**src/hdl/sha20_pkg.sv**
```systemverilog
`timescale 1ns / 1ps
// sha20_pkg: shared types, round constants and SHA-256 bit functions for the
// fixed 20-byte hash pipeline. No dependencies.
package sha20_pkg;

  localparam int unsigned NUM_ROUNDS = 64;
  localparam int unsigned MSG_WORDS  = 5;
  localparam int unsigned DIG_WORDS  = 8;
  localparam int unsigned SCHED_LEN  = 16;

  localparam logic [31:0] PAD_MARK = 32'h8000_0000;
  localparam logic [31:0] MSG_BITS = 32'd160;

  // Working variables a..h, index 0 is a.
  typedef logic [DIG_WORDS-1:0][31:0] state_t;
  // Sliding message schedule window, index 0 is the word used this round.
  typedef logic [SCHED_LEN-1:0][31:0] sched_t;

  localparam state_t INIT_H = '{
    32'h5be0cd19, 32'h1f83d9ab, 32'h9b05688c, 32'h510e527f,
    32'ha54ff53a, 32'h3c6ef372, 32'hbb67ae85, 32'h6a09e667
  };

  localparam logic [NUM_ROUNDS-1:0][31:0] ROUND_K = '{
    32'hc67178f2, 32'hbef9a3f7, 32'ha4506ceb, 32'h90befffa,
    32'h8cc70208, 32'h84c87814, 32'h78a5636f, 32'h748f82ee,
    32'h682e6ff3, 32'h5b9cca4f, 32'h4ed8aa4a, 32'h391c0cb3,
    32'h34b0bcb5, 32'h2748774c, 32'h1e376c08, 32'h19a4c116,
    32'h106aa070, 32'hf40e3585, 32'hd6990624, 32'hd192e819,
    32'hc76c51a3, 32'hc24b8b70, 32'ha81a664b, 32'ha2bfe8a1,
    32'h92722c85, 32'h81c2c92e, 32'h766a0abb, 32'h650a7354,
    32'h53380d13, 32'h4d2c6dfc, 32'h2e1b2138, 32'h27b70a85,
    32'h14292967, 32'h06ca6351, 32'hd5a79147, 32'hc6e00bf3,
    32'hbf597fc7, 32'hb00327c8, 32'ha831c66d, 32'h983e5152,
    32'h76f988da, 32'h5cb0a9dc, 32'h4a7484aa, 32'h2de92c6f,
    32'h240ca1cc, 32'h0fc19dc6, 32'hefbe4786, 32'he49b69c1,
    32'hc19bf174, 32'h9bdc06a7, 32'h80deb1fe, 32'h72be5d74,
    32'h550c7dc3, 32'h243185be, 32'h12835b01, 32'hd807aa98,
    32'hab1c5ed5, 32'h923f82a4, 32'h59f111f1, 32'h3956c25b,
    32'he9b5dba5, 32'hb5c0fbcf, 32'h71374491, 32'h428a2f98
  };

  function automatic logic [31:0] swap_bytes(input logic [31:0] x);
    return {x[7:0], x[15:8], x[23:16], x[31:24]};
  endfunction

  function automatic logic [31:0] small_sig0(input logic [31:0] x);
    return {x[6:0], x[31:7]} ^ {x[17:0], x[31:18]} ^ {3'b000, x[31:3]};
  endfunction

  function automatic logic [31:0] small_sig1(input logic [31:0] x);
    return {x[16:0], x[31:17]} ^ {x[18:0], x[31:19]} ^ {10'd0, x[31:10]};
  endfunction

  function automatic logic [31:0] big_sig0(input logic [31:0] x);
    return {x[1:0], x[31:2]} ^ {x[12:0], x[31:13]} ^ {x[21:0], x[31:22]};
  endfunction

  function automatic logic [31:0] big_sig1(input logic [31:0] x);
    return {x[5:0], x[31:6]} ^ {x[10:0], x[31:11]} ^ {x[24:0], x[31:25]};
  endfunction

  function automatic logic [31:0] choose(input logic [31:0] x, input logic [31:0] y,
                                         input logic [31:0] z);
    return (x & y) ^ (~x & z);
  endfunction

  function automatic logic [31:0] majority(input logic [31:0] x, input logic [31:0] y,
                                           input logic [31:0] z);
    return (x & y) ^ (x & z) ^ (y & z);
  endfunction

endpackage

```
**src/hdl/sha20_round_cell.sv**
```systemverilog
`timescale 1ns / 1ps
// sha20_round_cell: one SHA-256 round plus one schedule step, registered.
// Depends on sha20_pkg.
module sha20_round_cell (
  input  logic              clk,
  input  logic              rst,
  input  logic              en,
  input  logic              in_vld,
  input  sha20_pkg::state_t in_state,
  input  sha20_pkg::sched_t in_sched,
  input  logic [31:0]       k,
  output logic              out_vld,
  output sha20_pkg::state_t out_state,
  output sha20_pkg::sched_t out_sched
);

  logic [31:0]       t1;
  logic [31:0]       t2;
  logic [31:0]       w_new;
  sha20_pkg::state_t state_next;
  sha20_pkg::sched_t sched_next;

  always_comb begin
    t1 = in_state[7] + sha20_pkg::big_sig1(in_state[4])
       + sha20_pkg::choose(in_state[4], in_state[5], in_state[6]) + k + in_sched[0];
    t2 = sha20_pkg::big_sig0(in_state[0])
       + sha20_pkg::majority(in_state[0], in_state[1], in_state[2]);
    // w[i+16] from the window w[i..i+15]
    w_new = sha20_pkg::small_sig1(in_sched[14]) + in_sched[9]
          + sha20_pkg::small_sig0(in_sched[1]) + in_sched[0];

    state_next[0] = t1 + t2;
    state_next[1] = in_state[0];
    state_next[2] = in_state[1];
    state_next[3] = in_state[2];
    state_next[4] = in_state[3] + t1;
    state_next[5] = in_state[4];
    state_next[6] = in_state[5];
    state_next[7] = in_state[6];

    sched_next = {w_new, in_sched[sha20_pkg::SCHED_LEN-1:1]};
  end

  always_ff @(posedge clk) begin
    if (rst) begin
      out_vld <= 1'b0;
    end else if (en) begin
      out_vld <= in_vld;
    end
  end

  always_ff @(posedge clk) begin
    if (en) begin
      out_state <= state_next;
      out_sched <= sched_next;
    end
  end

endmodule
```
**config.mk**
```make
export PLATFORM = sky130hd
export DESIGN_NAME = sha20_round_cell
export DESIGN_NICKNAME = d
export VERILOG_FILES = /design/src/hdl/sha20_pkg.sv /design/src/hdl/sha20_round_cell.sv
export SDC_FILE = /design/constraint.sdc
export NUM_CORES = 1
export LEC_CHECK = 0
export ABC_CLOCK_PERIOD_IN_PS = 25100
export BUFFER_PORTS_ARGS = -buffer_cell sky130_fd_sc_hd__clkbuf_2
export CORE_AREA = 2 2 606 608
export CTS_CLUSTER_DIAMETER = 120
export DETAILED_ROUTE_END_ITERATION = 10
export DIE_AREA = 0 0 608 610
export SYNTH_ARGS = -nofsm -noshare
export SYNTH_HDL_FRONTEND = slang
export SYNTH_SLANG_ARGS = --single-unit
```
**constraint.sdc**
```tcl
create_clock -name clk -period 25.1 [get_ports clk]
set_input_delay 5.02 -clock clk [delete_from_list [all_inputs] [get_ports clk]]
set_output_delay 5.02 -clock clk [all_outputs]
set_load 0.02 [all_outputs]
```
==> results.md, run 1 <==
- Status: finished clean
- Setup TNS Final: 0 ps
- DP HPWL: 298000 um
- Worst EP arrival: 12500 ps
- Vias/cell: 3.15
- Slew Viols, Final: 0
- Post-synthesis sequential area ratio: 62.8%
- Worst Path Max Fanout: 6
- Routed Antenna Nets: 0
- Inserted Clock Buffers: 111
- Sequential share of power: 22.6%
- Post-CTS setup repair buffer count: 0
- Row count: 222
- FFs w/ async S/R, synth: 0%
- Max Cap Viol: 0
- DRT iter0 DRCs: 2456
- Setup CP Type: input pin to flop
- CTS Hold Bufs: 0
- Number of nets in the layout: 5251
- Worst R2R End: out_vld
- DIE HEIGHT: 610 um
- Crit end category: flop
- Syn. warnings: 0
- Routed len/inst: 36.4 um
- Final setup viols: 0
- Main flop type after synthesis: edfxtp_1
- Slowest-stage cell, CP: fa_1
- Worst path most repeated cell: fa_1
- First-pass GRT wire length: 391000 um
- Syn Inst Count: 2440
- Syn Nets: 3555
- DRC viols: 0
- VDD IR max: 0.114 mV
- Max-slew headroom: 24.0%
- Core outline area: 364000 um2
- Die ar.: 371000 um2
- Input/output buffers: 1572
- Max Root-Sink Buffers: 4
- Hold Crit Endpoint: out_vld
- Switching part of the total: 46.7%
- DR vias: 28753
- Clk root buf: clkbuf_16
- Unrepaired setup endpoints after global routing: no
- PostCTS Resize Cnt: 0
- Initial antenna violation count: 213
- Die X-Extent: 608 um
- Highest clock rate: 84.0 MHz
- Placer congestion estimate: 0.952
- Combinational share of power: 56.8%
- Syn Area/Cell: 15.1 um2
- Final Non-Filler Cells: 9120
- Layout Skew: 0 ps
- Final Critical Period: 11900 ps
- Leak pwr: 23.2 nW
- GRT Total Usage: 17.3%
- Largest net degree at the start of global routing: 80
- Internal power: 0.00438 W
- WP data required: 25700 ps
- GRT Residual Overflow: 0
- Worst-path clk slew: 60 ps
- Clock Power Share: 20.6%
- Hold Crit Class: flop to flop
- Clk_lat worst skew: 880 ps
- H-tree depth: 3
- TritonRoute pass-1 iters: 5
- Placed instance count: 8839
- Final cycle utilization of the critical path: 47.4%
- TritonCTS clock tree: done
- HP Start: out_vld
- Number of library cell types mapped by synthesis: 65
- Bufs and invs on worst path: 5
- Starting Density: 10.1%
- # clock sinks: 769
- Psw: 0.00384 W
- Reg2reg setup slack: 24520 ps
- R2R Path Start: out_vld
- Cell area after synthesis: 36800 um2
- Num ports: 1573
- Post-synth EDFFs: 768
- Largest stage delay, worst path: 500 ps
- Routed WL: 332000 um
- Worst hold path cell count: 2
- Layout cells sized above 1: 43.1%
- Reg2Reg Depth: 2
- Measured slew at the worst slew-check pin: 1140 ps
- Vias in the first global route: 27722
- Final hold vios: 0
- Power Density: 150 nW/um2
- Number of synthesized register bits: 769
- Kind of cell adding the most delay to the critical path: compound AO/OA/AOI/OAI gates
- Setup crit start kind: input pin
- Area Growth Syn to Fin: 49.1%
placed cells by master, fill, tap and decap left out, drive strengths merged, types with 4 or more instances in the layout:
master	netlist	final
a211oi	7	7
a21o	89	89
a21oi	82	82
a31o	4	4
a31oi	13	13
and3	13	13
buf	0	28
bufinv	0	15
clkbuf	16	1693
clkinv	0	36
clkinvlp	0	17
diode	0	78
edfxtp	768	768
fa	187	187
ha	124	124
inv	406	419
mux2	11	11
mux2i	22	22
nand2	41	41
nand2b	20	20
nand3	18	18
nand4	4	4
nor2	52	52
nor2b	12	12
nor3	11	11
o211ai	6	6
o21a	20	20
o21ai	83	83
o21bai	9	9
or2	4	4
xnor2	242	242
xor2	123	123
power by group through the flow:
stage / combinational, W / sequential [W] / clock, W
floorplan: 0.00255 / 0.00210 / 0
global placement: 0.00469 / 0.00188 / 0
detailed placement: 0.00467 / 0.00188 / 0
CTS: 0.00470 / 0.00186 / 0.00176
global route: 0.00504 / 0.00188 / 0.00178
finish: 0.00466 / 0.00186 / 0.00169
worst max path at each step:
stage | from | to | slack [ps] | cells past startpoint
6_report | in_sched[1] | out_state[30] | 13200 | 31
5_1_grt | in_sched[1] | out_state[30] | 12760 | 30
4_1_cts | in_sched[1] | out_state[30] | 13240 | 31
3_5_place_dp | in_sched[1] | out_state[30] | 12300 | 31
3_3_place_gp | in_sched[1] | out_state[30] | 12280 | 31
2_1_floorplan | in_state[225] | out_state[30] | 13570 | 30
worst register-to-register path: stages (launching register included):
cell     delay [ps]
dfxtp_1         310
mux2i_1         120
nor2_1           50
layer usage:
| layer | part of all wire, % | vias up | global-route usage (%) |
|---|---|---|---|
| met5 | 0.12 | - | 0 |
| met3 | 9.0 | 525 | 6.24 |
| met4 | 4.9 | 64 | 7.37 |
| met1 | 34 | 14426 | 17.5 |
| met2 | 52 | 1760 | 31.6 |
| li1 | - | 11978 | - |
synthesized netlist by cell type, drive strengths merged (18+ instances only):
| cell | n | area share [%] |
|---|---|---|
| a21o | 89 | 1.8 |
| a21oi | 82 | 1.1 |
| edfxtp | 768 | 63 |
| fa | 187 | 10 |
| ha | 124 | 4.2 |
| inv | 406 | 4.1 |
| mux2i | 22 | 0.60 |
| nand2 | 41 | 0.42 |
| nand2b | 20 | 0.34 |
| nand3 | 18 | 0.25 |
| nor2 | 52 | 0.53 |
| o21a | 20 | 0.41 |
| o21ai | 83 | 1.1 |
| xnor2 | 242 | 5.8 |
| xor2 | 123 | 2.9 |
layout make-up:
type                    instances  area, um2
flip-flops and latches        769      23100
inverters                     406       1520
well taps                    4816       6030
clock buffers                 122       2840
fillers                     40916     310000
diodes                         78        195
clock inverters                81        945
multi-input cells            1249      12100
repair buffers               1599       8080
registers in the layout (all words and copies together), names as in the netlist:
signal and count:
out_state 256, out_vld 1, out_sched 512
per-stage QoR:
step	setup slack [ps]	util (%)	power (W)	hold WS, ps	cell area, um2
after floorplan	13570	-	0.00464	579	36800
after global placement	12280	14.0	0.00658	487	50900
after detailed placement	12300	14.0	0.00656	502	50900
after CTS	13240	15.0	0.00832	516	54600
after global routing	12760	15.0	0.00870	554	54800
final	13200	15.0	0.00822	504	54800
cell families after synthesis:
group           synth area share, %
fa+ha+maj                      14.5
compound gates                 6.19
xor+xnor                       8.69
flops                          62.8
simple gates                   2.60
buf+inv                        4.31
mux                           0.936
Note: power is estimated with default switching activity, not from simulation.
==> run 2: changes to the inputs <==
- ABC_CLOCK_PERIOD_IN_PS: 25100 -> 12490
- CORE_AREA: 2 2 606 608 -> 2 2 618 620
- DIE_AREA: 0 0 608 610 -> 0 0 620 622
- clock period: 25.1 -> 12.49 ns (I/O delays scaled with it)
==> results.md, run 2 (synthesis gave the netlist of run 1 again) <==
- First-pass GRT wire length: 391000 um
- Area Growth Syn to Fin: 50.0%
- Routed WL: 334000 um
- Die X-Extent: 620 um
- Inserted Clock Buffers: 108
- Status: finished clean
- Reg2Reg Depth: 2
- TritonRoute pass-1 iters: 6
- PostCTS Resize Cnt: 0
- Slew Viols, Final: 0
- Setup crit start kind: input pin
- Vias/cell: 3.10
- Commonest non-fill, non-tap cell in the layout: clkbuf_2
- Slowest-stage cell, CP: fa_1
- Worst EP arrival: 10080 ps
- DR vias: 29084
- Placer congestion estimate: 1.04
- CP endpoint: out_state[30]
- Crit end category: flop
- Num ports: 1573
- Max Cap Viol: 0
- Core outline area: 378000 um2
- Power Density: 297 nW/um2
- R2R Path Start: out_vld
- DRC viols: 0
- Final Critical Period: 9410 ps
- Layout cells sized above 1: 42.8%
- CTS Hold Bufs: 0
- Biggest register: out_sched
- Leak pwr: 23.2 nW
- TritonCTS clock tree: done
- DP HPWL: 300000 um
- Routed Antenna Nets: 0
- Final Non-Filler Cells: 9394
- Unrepaired setup endpoints after global routing: no
- Final hold vios: 0
- Reg area: 23100 um2
- # clock sinks: 769
- Fillers: 42628
- Starting Density: 9.72%
- Routed len/inst: 35.6 um
- Clk root buf: clkbuf_16
- Die ar.: 386000 um2
- Hold Crit Class: flop to flop
- Measured slew at the worst slew-check pin: 1130 ps
- Layout Skew: 0 ps
- Max reg flops: 512
- Initial antenna violation count: 223
- Worst-path clk slew: 60 ps
- H-tree depth: 3
- Commonest cells after routing, fill and taps aside: 1571 x clkbuf_2, 768 x edfxtp_1, 406 x inv_1, 239 x xnor2_1, 187 x fa_1
- Highest clock rate: 106 MHz
- Worst Path Max Fanout: 6
- Worst path most repeated cell: fa_1
- Final setup viols: 0
- GRT Total Usage: 16.7%
- WP data required: 13160 ps
- CP startpoint: in_sched[1]
- DIE HEIGHT: 622 um
- DRT iter0 DRCs: 2531
- Vias in the first global route: 28128
- Setup CP Type: input pin to flop
- VDD IR max: 0.219 mV
- Multi-input combinational cell area: 12100 um2
- Reg2reg setup slack: 11910 ps
- Placed instance count: 9034
- Clk_lat worst skew: 820 ps
- Setup TNS Final: 0 ps
- GRT Residual Overflow: 0
- Post-CTS setup repair buffer count: 0
- Max-slew headroom: 24.8%
- Largest stage delay, worst path: 500 ps
- Input/output buffers: 1572
- Worst R2R End: out_vld
- Largest net degree at the start of global routing: 157
- Final cycle utilization of the critical path: 75.4%
- Number of nets in the layout: 5243
- Largest regs: out_sched x512, out_state x256, out_vld x1
- Max Root-Sink Buffers: 4
- Row count: 226
[run 2: changes by cell type in the layout (fill, tap and decap cells not counted), moves of 2 or more]
cell and change:
buf_12 +4, buf_4 -9, clkbuf_1 +4, clkbuf_16 -3, clkinv_2 +2, clkinvlp_4 -7
diode_2 +89, inv_16 +2, inv_6 -3, inv_8 -3
[run 2: layout make-up]
class	instances	share of cell area, %
sequential	769	41.9
tap	5016	11.4
timing repair buffer	1594	14.7
antenna	167	0.758
multi-input combinational	1249	22.0
inverter	406	2.76
clock inverter	70	1.52
clock buffer	123	5.04
[run 2: how the worst min path moves through the flow]
| stage | slack, ps | endpoint | cells past startpoint | startpoint |
|---|---|---|---|---|
| 2_1_floorplan | 580 | out_vld | 2 | out_vld |
| 6_report | 500 | out_vld | 2 | out_vld |
| 3_3_place_gp | 480 | out_vld | 2 | out_vld |
| 4_1_cts | 510 | out_vld | 2 | out_vld |
| 3_5_place_dp | 490 | out_vld | 2 | out_vld |
| 5_1_grt | 540 | out_vld | 2 | out_vld |
[run 2: report_power, final]
part | internal (W) | total (W) | switching (W)
Clock | 0.00191 | 0.00328 | 0.00137
Sequential | 0.00362 | 0.00374 | 0.000122
Combinational | 0.00319 | 0.00936 | 0.00617
[run 2: layer usage]
layer | GRT usage (%) | up-vias | wire [um]
li1 | - | 12061 | -
met4 | 10.7 | 98 | 24400
met1 | 15.7 | 14493 | 105000
met2 | 29.9 | 1838 | 170000
met3 | 6.65 | 594 | 33500
met5 | 0.362 | - | 818
[run 2: critical path, delay by kind of cell]
family | cells | cell delay [ps]
AOI/OAI and AO/OA | 14 | 3390
xor gates and xnor gates | 1 | 330
and+or+nand+nor | 3 | 300
adders and majority gates | 7 | 3020
buffers and inverters | 5 | 530
[run 2: stage by stage]
stage | setup WS, ps | total power [W] | hold slack, ps | area, um2 | utilization [%]
finish | 3080 | 0.0164 | 502 | 55100 | 14.6
floorplan | 3480 | 0.00933 | 579 | 36800 | -
detailed placement | 2190 | 0.0130 | 489 | 51100 | 13.5
global route | 2760 | 0.0173 | 535 | 55100 | 14.6
global placement | 2180 | 0.0130 | 479 | 51100 | 13.5
CTS | 3170 | 0.0164 | 506 | 54700 | 14.5
